### src/hw/rtl/jfss_pkg.sv
// Shared types, codes and helpers for the JPEG frame size scanner.
package jfss_pkg;

    // Scan phase codes
    localparam logic [3:0] PH_SOI0 = 4'd0;
    localparam logic [3:0] PH_SOI1 = 4'd1;
    localparam logic [3:0] PH_MK0  = 4'd2;
    localparam logic [3:0] PH_MK1  = 4'd3;
    localparam logic [3:0] PH_LEN0 = 4'd4;
    localparam logic [3:0] PH_LEN1 = 4'd5;
    localparam logic [3:0] PH_SKIP = 4'd6;
    localparam logic [3:0] PH_PREC = 4'd7;
    localparam logic [3:0] PH_H0   = 4'd8;
    localparam logic [3:0] PH_H1   = 4'd9;
    localparam logic [3:0] PH_W0   = 4'd10;
    localparam logic [3:0] PH_W1   = 4'd11;

    // Result status codes
    localparam logic [1:0] ST_FOUND  = 2'd0;
    localparam logic [1:0] ST_NOSOI  = 2'd1;
    localparam logic [1:0] ST_NOSOF  = 2'd2;
    localparam logic [1:0] ST_BADLEN = 2'd3;

    // Marker byte values
    localparam logic [7:0] BYTE_MARK  = 8'hff;
    localparam logic [7:0] BYTE_SOI   = 8'hd8;
    localparam logic [7:0] SOF_MASK   = 8'hf0;
    localparam logic [7:0] SOF_BASE   = 8'hc0;
    localparam logic [7:0] CODE_DHT   = 8'hc4;
    localparam logic [7:0] CODE_JPG   = 8'hc8;
    localparam logic [7:0] CODE_DAC   = 8'hcc;
    localparam logic [15:0] LEN_FIELD = 16'd2;

    typedef struct packed {
        logic [3:0]  phase;
        logic [15:0] skip_remaining;
        logic [7:0]  length_high_byte;
        logic        marker_is_frame;
        logic [15:0] height_held;
        logic [7:0]  width_high_byte;
        logic        result_given;
    } scan_state_t;

    typedef struct packed {
        logic [15:0] image_height;
        logic [15:0] image_width;
        logic [1:0]  status;
    } scan_result_t;

    localparam scan_state_t STATE_RESET = '{phase: PH_SOI0, default: '0};

    // True for a start-of-frame code: C0..CF without DHT, JPG and DAC
    function automatic logic frame_code(input logic [7:0] b);
        logic hit;
        hit = ((b & SOF_MASK) == SOF_BASE) && (b != CODE_DHT) && (b != CODE_JPG)
            && (b != CODE_DAC);
        return hit;
    endfunction

endpackage

### src/hw/rtl/jfss_step.sv
// Next-state and result logic for one byte of the scanner.
module jfss_step
(
    input  jfss_pkg::scan_state_t  state,
    input  logic [7:0]             data_byte,
    input  logic                   is_last,
    output jfss_pkg::scan_state_t  state_next,
    output logic                   emit,
    output jfss_pkg::scan_result_t result
);

    logic [15:0] seg_len;
    logic [15:0] skip_dec;

    assign seg_len  = {state.length_high_byte, data_byte};
    assign skip_dec = (state.skip_remaining != 16'd0) ? state.skip_remaining - 16'd1
                                                      : state.skip_remaining;

    always_comb
    begin
        state_next = state;
        emit       = 1'b0;
        result     = '{image_height: 16'd0, image_width: 16'd0,
                       status: jfss_pkg::ST_FOUND};

        // Advance the marker walk while no result has gone out
        if (!state.result_given)
        begin
            unique case (state.phase)
                jfss_pkg::PH_SOI0:
                begin
                    if (data_byte == jfss_pkg::BYTE_MARK)
                        state_next.phase = jfss_pkg::PH_SOI1;
                    else
                    begin
                        emit          = 1'b1;
                        result.status = jfss_pkg::ST_NOSOI;
                    end
                end
                jfss_pkg::PH_SOI1:
                begin
                    if (data_byte == jfss_pkg::BYTE_SOI)
                        state_next.phase = jfss_pkg::PH_MK0;
                    else
                    begin
                        emit          = 1'b1;
                        result.status = jfss_pkg::ST_NOSOI;
                    end
                end
                jfss_pkg::PH_MK0:
                begin
                    state_next.marker_is_frame = (data_byte == jfss_pkg::BYTE_MARK);
                    state_next.phase           = jfss_pkg::PH_MK1;
                end
                jfss_pkg::PH_MK1:
                begin
                    state_next.marker_is_frame = state.marker_is_frame
                                               && jfss_pkg::frame_code(data_byte);
                    state_next.phase           = jfss_pkg::PH_LEN0;
                end
                jfss_pkg::PH_LEN0:
                begin
                    state_next.length_high_byte = data_byte;
                    state_next.phase            = jfss_pkg::PH_LEN1;
                end
                jfss_pkg::PH_LEN1:
                begin
                    if (state.marker_is_frame)
                        state_next.phase = jfss_pkg::PH_PREC;
                    else if (seg_len < jfss_pkg::LEN_FIELD)
                    begin
                        emit          = 1'b1;
                        result.status = jfss_pkg::ST_BADLEN;
                    end
                    else if (seg_len == jfss_pkg::LEN_FIELD)
                        state_next.phase = jfss_pkg::PH_MK0;
                    else
                    begin
                        state_next.skip_remaining = seg_len - jfss_pkg::LEN_FIELD;
                        state_next.phase          = jfss_pkg::PH_SKIP;
                    end
                end
                jfss_pkg::PH_SKIP:
                begin
                    state_next.skip_remaining = skip_dec;
                    if (skip_dec == 16'd0)
                        state_next.phase = jfss_pkg::PH_MK0;
                end
                jfss_pkg::PH_PREC:
                    state_next.phase = jfss_pkg::PH_H0;
                jfss_pkg::PH_H0:
                begin
                    state_next.height_held = {data_byte, 8'd0};
                    state_next.phase       = jfss_pkg::PH_H1;
                end
                jfss_pkg::PH_H1:
                begin
                    state_next.height_held = {state.height_held[15:8], data_byte};
                    state_next.phase       = jfss_pkg::PH_W0;
                end
                jfss_pkg::PH_W0:
                begin
                    state_next.width_high_byte = data_byte;
                    state_next.phase           = jfss_pkg::PH_W1;
                end
                jfss_pkg::PH_W1:
                begin
                    emit                = 1'b1;
                    result.image_height = state.height_held;
                    result.image_width  = {state.width_high_byte, data_byte};
                    result.status       = jfss_pkg::ST_FOUND;
                end
                default:
                    state_next.phase = jfss_pkg::PH_SOI0;
            endcase

            if (emit)
                state_next.result_given = 1'b1;
        end

        // Close the file on the last byte and rearm; judge by the phase this byte reached
        if (is_last)
        begin
            if (!state.result_given && !emit)
            begin
                emit = 1'b1;
                if (state_next.phase == jfss_pkg::PH_SOI0
                    || state_next.phase == jfss_pkg::PH_SOI1)
                    result.status = jfss_pkg::ST_NOSOI;
                else
                    result.status = jfss_pkg::ST_NOSOF;
            end
            state_next = jfss_pkg::STATE_RESET;
        end
    end

endmodule

### src/hw/rtl/jpeg_frame_size_scanner.sv
// Top level of the JPEG frame size scanner: input register, scan state, result register.
// Takes one file byte per item, one item per clock, and gives one result item per file
// (frame height and width, or a status saying why none was found). A byte is held in the
// input register until it is processed, and a result it completes is loaded into the
// output register when that byte is processed, so out_valid rises only after the item
// that completes the result has passed both registers. The input side keeps taking
// one item every cycle as long as the output register is free or being emptied; the only
// stall comes from a held result item that the output side has not taken.
module jpeg_frame_size_scanner
(
    input  logic        clk,
    input  logic        rst_n,
    input  logic        in_valid,
    output logic        in_ready,
    input  logic [7:0]  data_byte,
    input  logic        is_last,
    output logic        out_valid,
    input  logic        out_ready,
    output logic [15:0] image_height,
    output logic [15:0] image_width,
    output logic [1:0]  status
);

    logic                   in_valid_reg;
    logic                   in_valid_next;
    logic [7:0]             in_byte_reg;
    logic                   in_last_reg;
    jfss_pkg::scan_state_t  state_reg;
    jfss_pkg::scan_state_t  state_next;
    jfss_pkg::scan_result_t res_reg;
    jfss_pkg::scan_result_t step_res;
    logic                   step_emit;
    logic                   out_valid_reg;
    logic                   out_valid_next;
    logic                   advance;
    logic                   process;

    // Move the held byte on when the result register can take a result
    assign advance  = !out_valid_reg || out_ready;
    assign process  = in_valid_reg && advance;
    assign in_ready = !in_valid_reg || advance;

    jfss_step u_step
    (
        .state      (state_reg),
        .data_byte  (in_byte_reg),
        .is_last    (in_last_reg),
        .state_next (state_next),
        .emit       (step_emit),
        .result     (step_res)
    );

    // Work out the valid flags of both registers
    always_comb
    begin
        in_valid_next = in_valid_reg;
        if (in_valid && in_ready)
            in_valid_next = 1'b1;
        else if (process)
            in_valid_next = 1'b0;

        out_valid_next = out_valid_reg && !out_ready;
        if (process && step_emit)
            out_valid_next = 1'b1;
    end

    // Hold control state
    always_ff @(posedge clk or negedge rst_n)
    begin
        if (!rst_n)
        begin
            in_valid_reg  <= 1'b0;
            out_valid_reg <= 1'b0;
            state_reg     <= jfss_pkg::STATE_RESET;
        end
        else
        begin
            in_valid_reg  <= in_valid_next;
            out_valid_reg <= out_valid_next;
            if (process)
                state_reg <= state_next;
        end
    end

    // Capture the incoming item and the outgoing result
    always_ff @(posedge clk)
    begin
        if (in_valid && in_ready)
        begin
            in_byte_reg <= data_byte;
            in_last_reg <= is_last;
        end
        if (process && step_emit)
            res_reg <= step_res;
    end

    assign out_valid    = out_valid_reg;
    assign image_height = res_reg.image_height;
    assign image_width  = res_reg.image_width;
    assign status       = res_reg.status;

endmodule

### config.mk
export PLATFORM = sky130hd
export DESIGN_NAME = jpeg_frame_size_scanner
export DESIGN_NICKNAME = d
export VERILOG_FILES = /design/src/hw/rtl/jfss_pkg.sv /design/src/hw/rtl/jfss_step.sv /design/src/hw/rtl/jpeg_frame_size_scanner.sv
export SDC_FILE = /design/constraint.sdc
export NUM_CORES = 1
export LEC_CHECK = 0
export BUFFER_PORTS_ARGS = -buffer_cell sky130_fd_sc_hd__buf_2
export CAP_MARGIN = 20
export CORE_MARGIN = 1.5
export CORE_UTILIZATION = 45
export DETAILED_ROUTE_END_ITERATION = 10
export GPL_TIMING_DRIVEN = 0
export PLACE_DENSITY = 0.7
export SLEW_MARGIN = 40
export SYNTH_ARGS = -nofsm -noshare
export SYNTH_HDL_FRONTEND = slang
export SYNTH_SLANG_ARGS = --single-unit
### constraint.sdc
create_clock -name clk -period 6.4 [get_ports clk]
set_input_delay 0.96 -clock clk [delete_from_list [all_inputs] [get_ports clk]]
set_output_delay 0.96 -clock clk [all_outputs]
set_load 0.005 [all_outputs]
==> metrics.md <==
| Metric | Value |
|---|---|
| Hold Vio Cnt, Final | `0` |
| Syn_area_per_cell | `10.2 um2` |
| Post-synth cell types | `74` |
| Outcome | `finished clean` |
| 1st-iter DRT viols | `316` |
| Crit path DAT | `3.71 ns` |
| Least-Margin Pin Slew | `0.743 ns` |
| Root Buffer | `clkbuf_16` |
| Worst r2r path cells | `11` |
| Synth Instances | `508` |
| H-tree depth | `3` |
| CP endpoint kind | `register` |
| Most frequent cells in the layout | `56 x dfrtp_1, 53 x nand2_1, 52 x buf_2` |
| Nets | `586` |
| Clock buffer depth | `2` |
| Max reg flops | `54` |
| Area grow syn2layout | `14.4%` |
| Unrepaired setup endpoints after global routing | `false` |
| Post-synth ARST share | `0.566` |
| PwrDens | `434 nW/um2` |
| Total of cells resized after clock tree synthesis | `0` |
| Number of diodes | `0` |
| WHS | `0.480 ns` |
| Global Route Usage Sum | `0.232` |
| Core area | `11,300 um2` |
| Yosys top cell by area | `dfrtp_1` |
| Leakage | `2.39 nW` |
| Post-DP HPWL | `9.56 mm` |
| Utilization after layout | `0.524` |
| Top cells by area, synth | `dfrtp_1 27%, edfxtp_1 25%, nand2_1 3.8%` |
| Remaining DRCs | `0` |
| Hold Path Class | `register to register` |
| WL final | `13.2 mm` |
| FF-to-FF setup slack | `2.74 ns` |
| Crit Path Max Fanout | `9` |
| Final worst-path cycle share | `0.572` |
| Final setup vio count | `0` |
| Final min period | `3.66 ns` |
| Initial antenna violation count | `0` |
| Register area | `2690 um2` |
| Layout cell share with drive strength beyond 1 | `0.194` |
| VDD IR max | `209 uV` |
| Synthesized Nets | `523` |
| Reg clk slew, reported paths | `0.07 ns` |
| PortBufs | `48` |
| Post-synth top area share | `0.270` |
| Initial Util | `0.458` |
| Relative slew slack | `0.505` |
| DRT antenna net count | `0` |
| Post-synth EDFFs | `43` |
| Setup TNS | `0 ns` |
| Register area share after synthesis | `0.519` |
| R2r startpoint | `in_byte_reg[5]$_DFFE_PP_` |
| Worst Clk Skew | `0.00761 ns` |
| Die H | `110 um` |
| Fmax | `0.273 GHz` |
| # rows | `39` |
| Remaining Overflow, GRT | `0` |
| Seq cells post-synth | `99` |
| Vias in the first global route | `4,109` |
| Multi-input gate area | `2270 um2` |
| Max-Cap Viols | `0` |
| WL per Instance | `18.3 um` |
| CTS Buf Count | `9` |
| Chip Width | `110 um` |
| Worst Setup SP | `in_byte_reg[5]$_DFFE_PP_` |
| CP required | `6.45 ns` |
| IO Pins | `49` |
| WS Path Type | `register to register` |
| Syn Std Cell Area | `5190 um2` |
| Hold-fix buffer count after cts | `0` |
| Worst-Skew Late Latency | `0.35 ns` |
| Sink Count | `99` |
| Placer Congestion | `0.904` |
| Commonest non-fill, non-tap cell in the layout | `dfrtp_1` |
| TritonRoute pass-1 iters | `5` |
| Via density | `5.95` |
| Global-route wire length before repair | `21.2 mm` |
| Setup bufs post-CTS | `0` |
| Crit path to | `image_height[2]$_SDFFCE_PP0P_` |
| Cells after DPL | `703` |
| DR vias | `4,275` |
| # fillers | `1,044` |
| Synth warn | `0` |
| Ys flop type | `dfrtp_1` |
| RR Endpoint | `image_height[2]$_SDFFCE_PP0P_` |
| Die area | `12,200 um2` |
| Slew Viols, Final | `0` |
| CTS tree | `yes` |
| Largest net degree at the start of global routing | `57` |
| Final Instance Count excl. Fillers | `719` |
| Startpoint types | `register` |
-- stage by stage --
| step | setup slack (ns) | area (um2) | power, mW |
|---|---|---|---|
| floorplan | 1.87 | 5190 | 1.72 |
| global placement | 0.595 | 5610 | 2.02 |
| detailed placement | 2.71 | 5650 | 2.05 |
| CTS | 2.68 | 5930 | 2.57 |
| global route | 2.43 | 5930 | 2.75 |
| finish | 2.74 | 5930 | 2.58 |
-- cell usage after synthesis, types with 4 or more instances --
cell type,number
a21oi_1,25
a32o_1,9
and2_1,30
buf_2,4
buf_6,5
clkbuf_1,18
dfrtp_1,56
edfxtp_1,43
inv_1,10
nand2_1,53
nand2b_1,8
nand3_1,11
nand4_1,5
nor2_1,32
nor3_1,19
nor3b_1,4
nor4_1,10
o21ai_0,35
o21ai_1,16
o22ai_1,4
o31ai_1,10
o41ai_1,6
or2_2,6
or4_1,5
xnor2_1,6
xor2_1,8
-- routing by layer --
| metal | routed length (um) | vias up | global-route usage |
|---|---|---|---|
| li1 | - | 2013 | - |
| met1 | 5830 | 2047 | 0.319 |
| met2 | 6030 | 182 | 0.363 |
| met3 | 898 | 33 | 0.0441 |
| met4 | 429 | 0 | 0.0916 |
| met5 | 0 | - | 0 |
-- cell type report --
class	instances	area share
clock inverters	7	0.00970
clock buffers	9	0.0380
multi-input cells	367	0.383
well taps	143	0.0301
flip-flops and latches	99	0.454
plain buffers	32	0.0335
inverters	10	0.00633
repair buffers	52	0.0455
-- how the worst min path moves through the flow --
| stage | startpoint | endpoint | slack (ns) | cells past startpoint |
|---|---|---|---|---|
| CTS | state_reg[23]$_DFFE_PN0P_ | state_reg[23]$_DFFE_PN0P_ | 0.48 | 2 |
| detailed placement | state_reg[23]$_DFFE_PN0P_ | state_reg[23]$_DFFE_PN0P_ | 0.46 | 2 |
| finish | state_reg[2]$_DFFE_PN0P_ | state_reg[2]$_DFFE_PN0P_ | 0.48 | 2 |
| floorplan | state_reg[17]$_DFFE_PN0P_ | state_reg[17]$_DFFE_PN0P_ | 0.44 | 2 |
| global placement | state_reg[2]$_DFFE_PN0P_ | state_reg[2]$_DFFE_PN0P_ | 0.46 | 2 |
| global route | state_reg[8]$_DFFE_PN0P_ | state_reg[8]$_DFFE_PN0P_ | 0.51 | 2 |
-- cell families after synthesis --
kind of cell,after synthesis,synth area share
XOR/XNOR,14,0.0236
adder cells (fa/ha/maj),2,0.00482
AND/OR/NAND/NOR,213,0.231
multiplexers,4,0.00844
AO/OA/AOI/OAI,134,0.168
buffers and inverters,42,0.0456
flip-flops,99,0.519
-- worst max-delay path: stages (launching register included) --
cell,delay (ns)
edfxtp_1,0.38
buf_6,0.16
or4_4,0.57
nor4_1,0.41
nand3_1,0.28
nand2_1,0.19
nor2_1,0.08
nor3_2,0.41
buf_4,0.26
buf_4,0.19
buf_4,0.19
buf_2,0.24
-- power by group --
| part | internal (mW) | switching [mW] | total [mW] |
|---|---|---|---|
| Sequential | 0.839 | 0.127 | 0.966 |
| Clock | 0.270 | 0.256 | 0.526 |
| Combinational | 0.417 | 0.667 | 1.08 |
| Total | 1.53 | 1.05 | 2.58 |
Note: power is estimated with default switching activity, not from simulation.
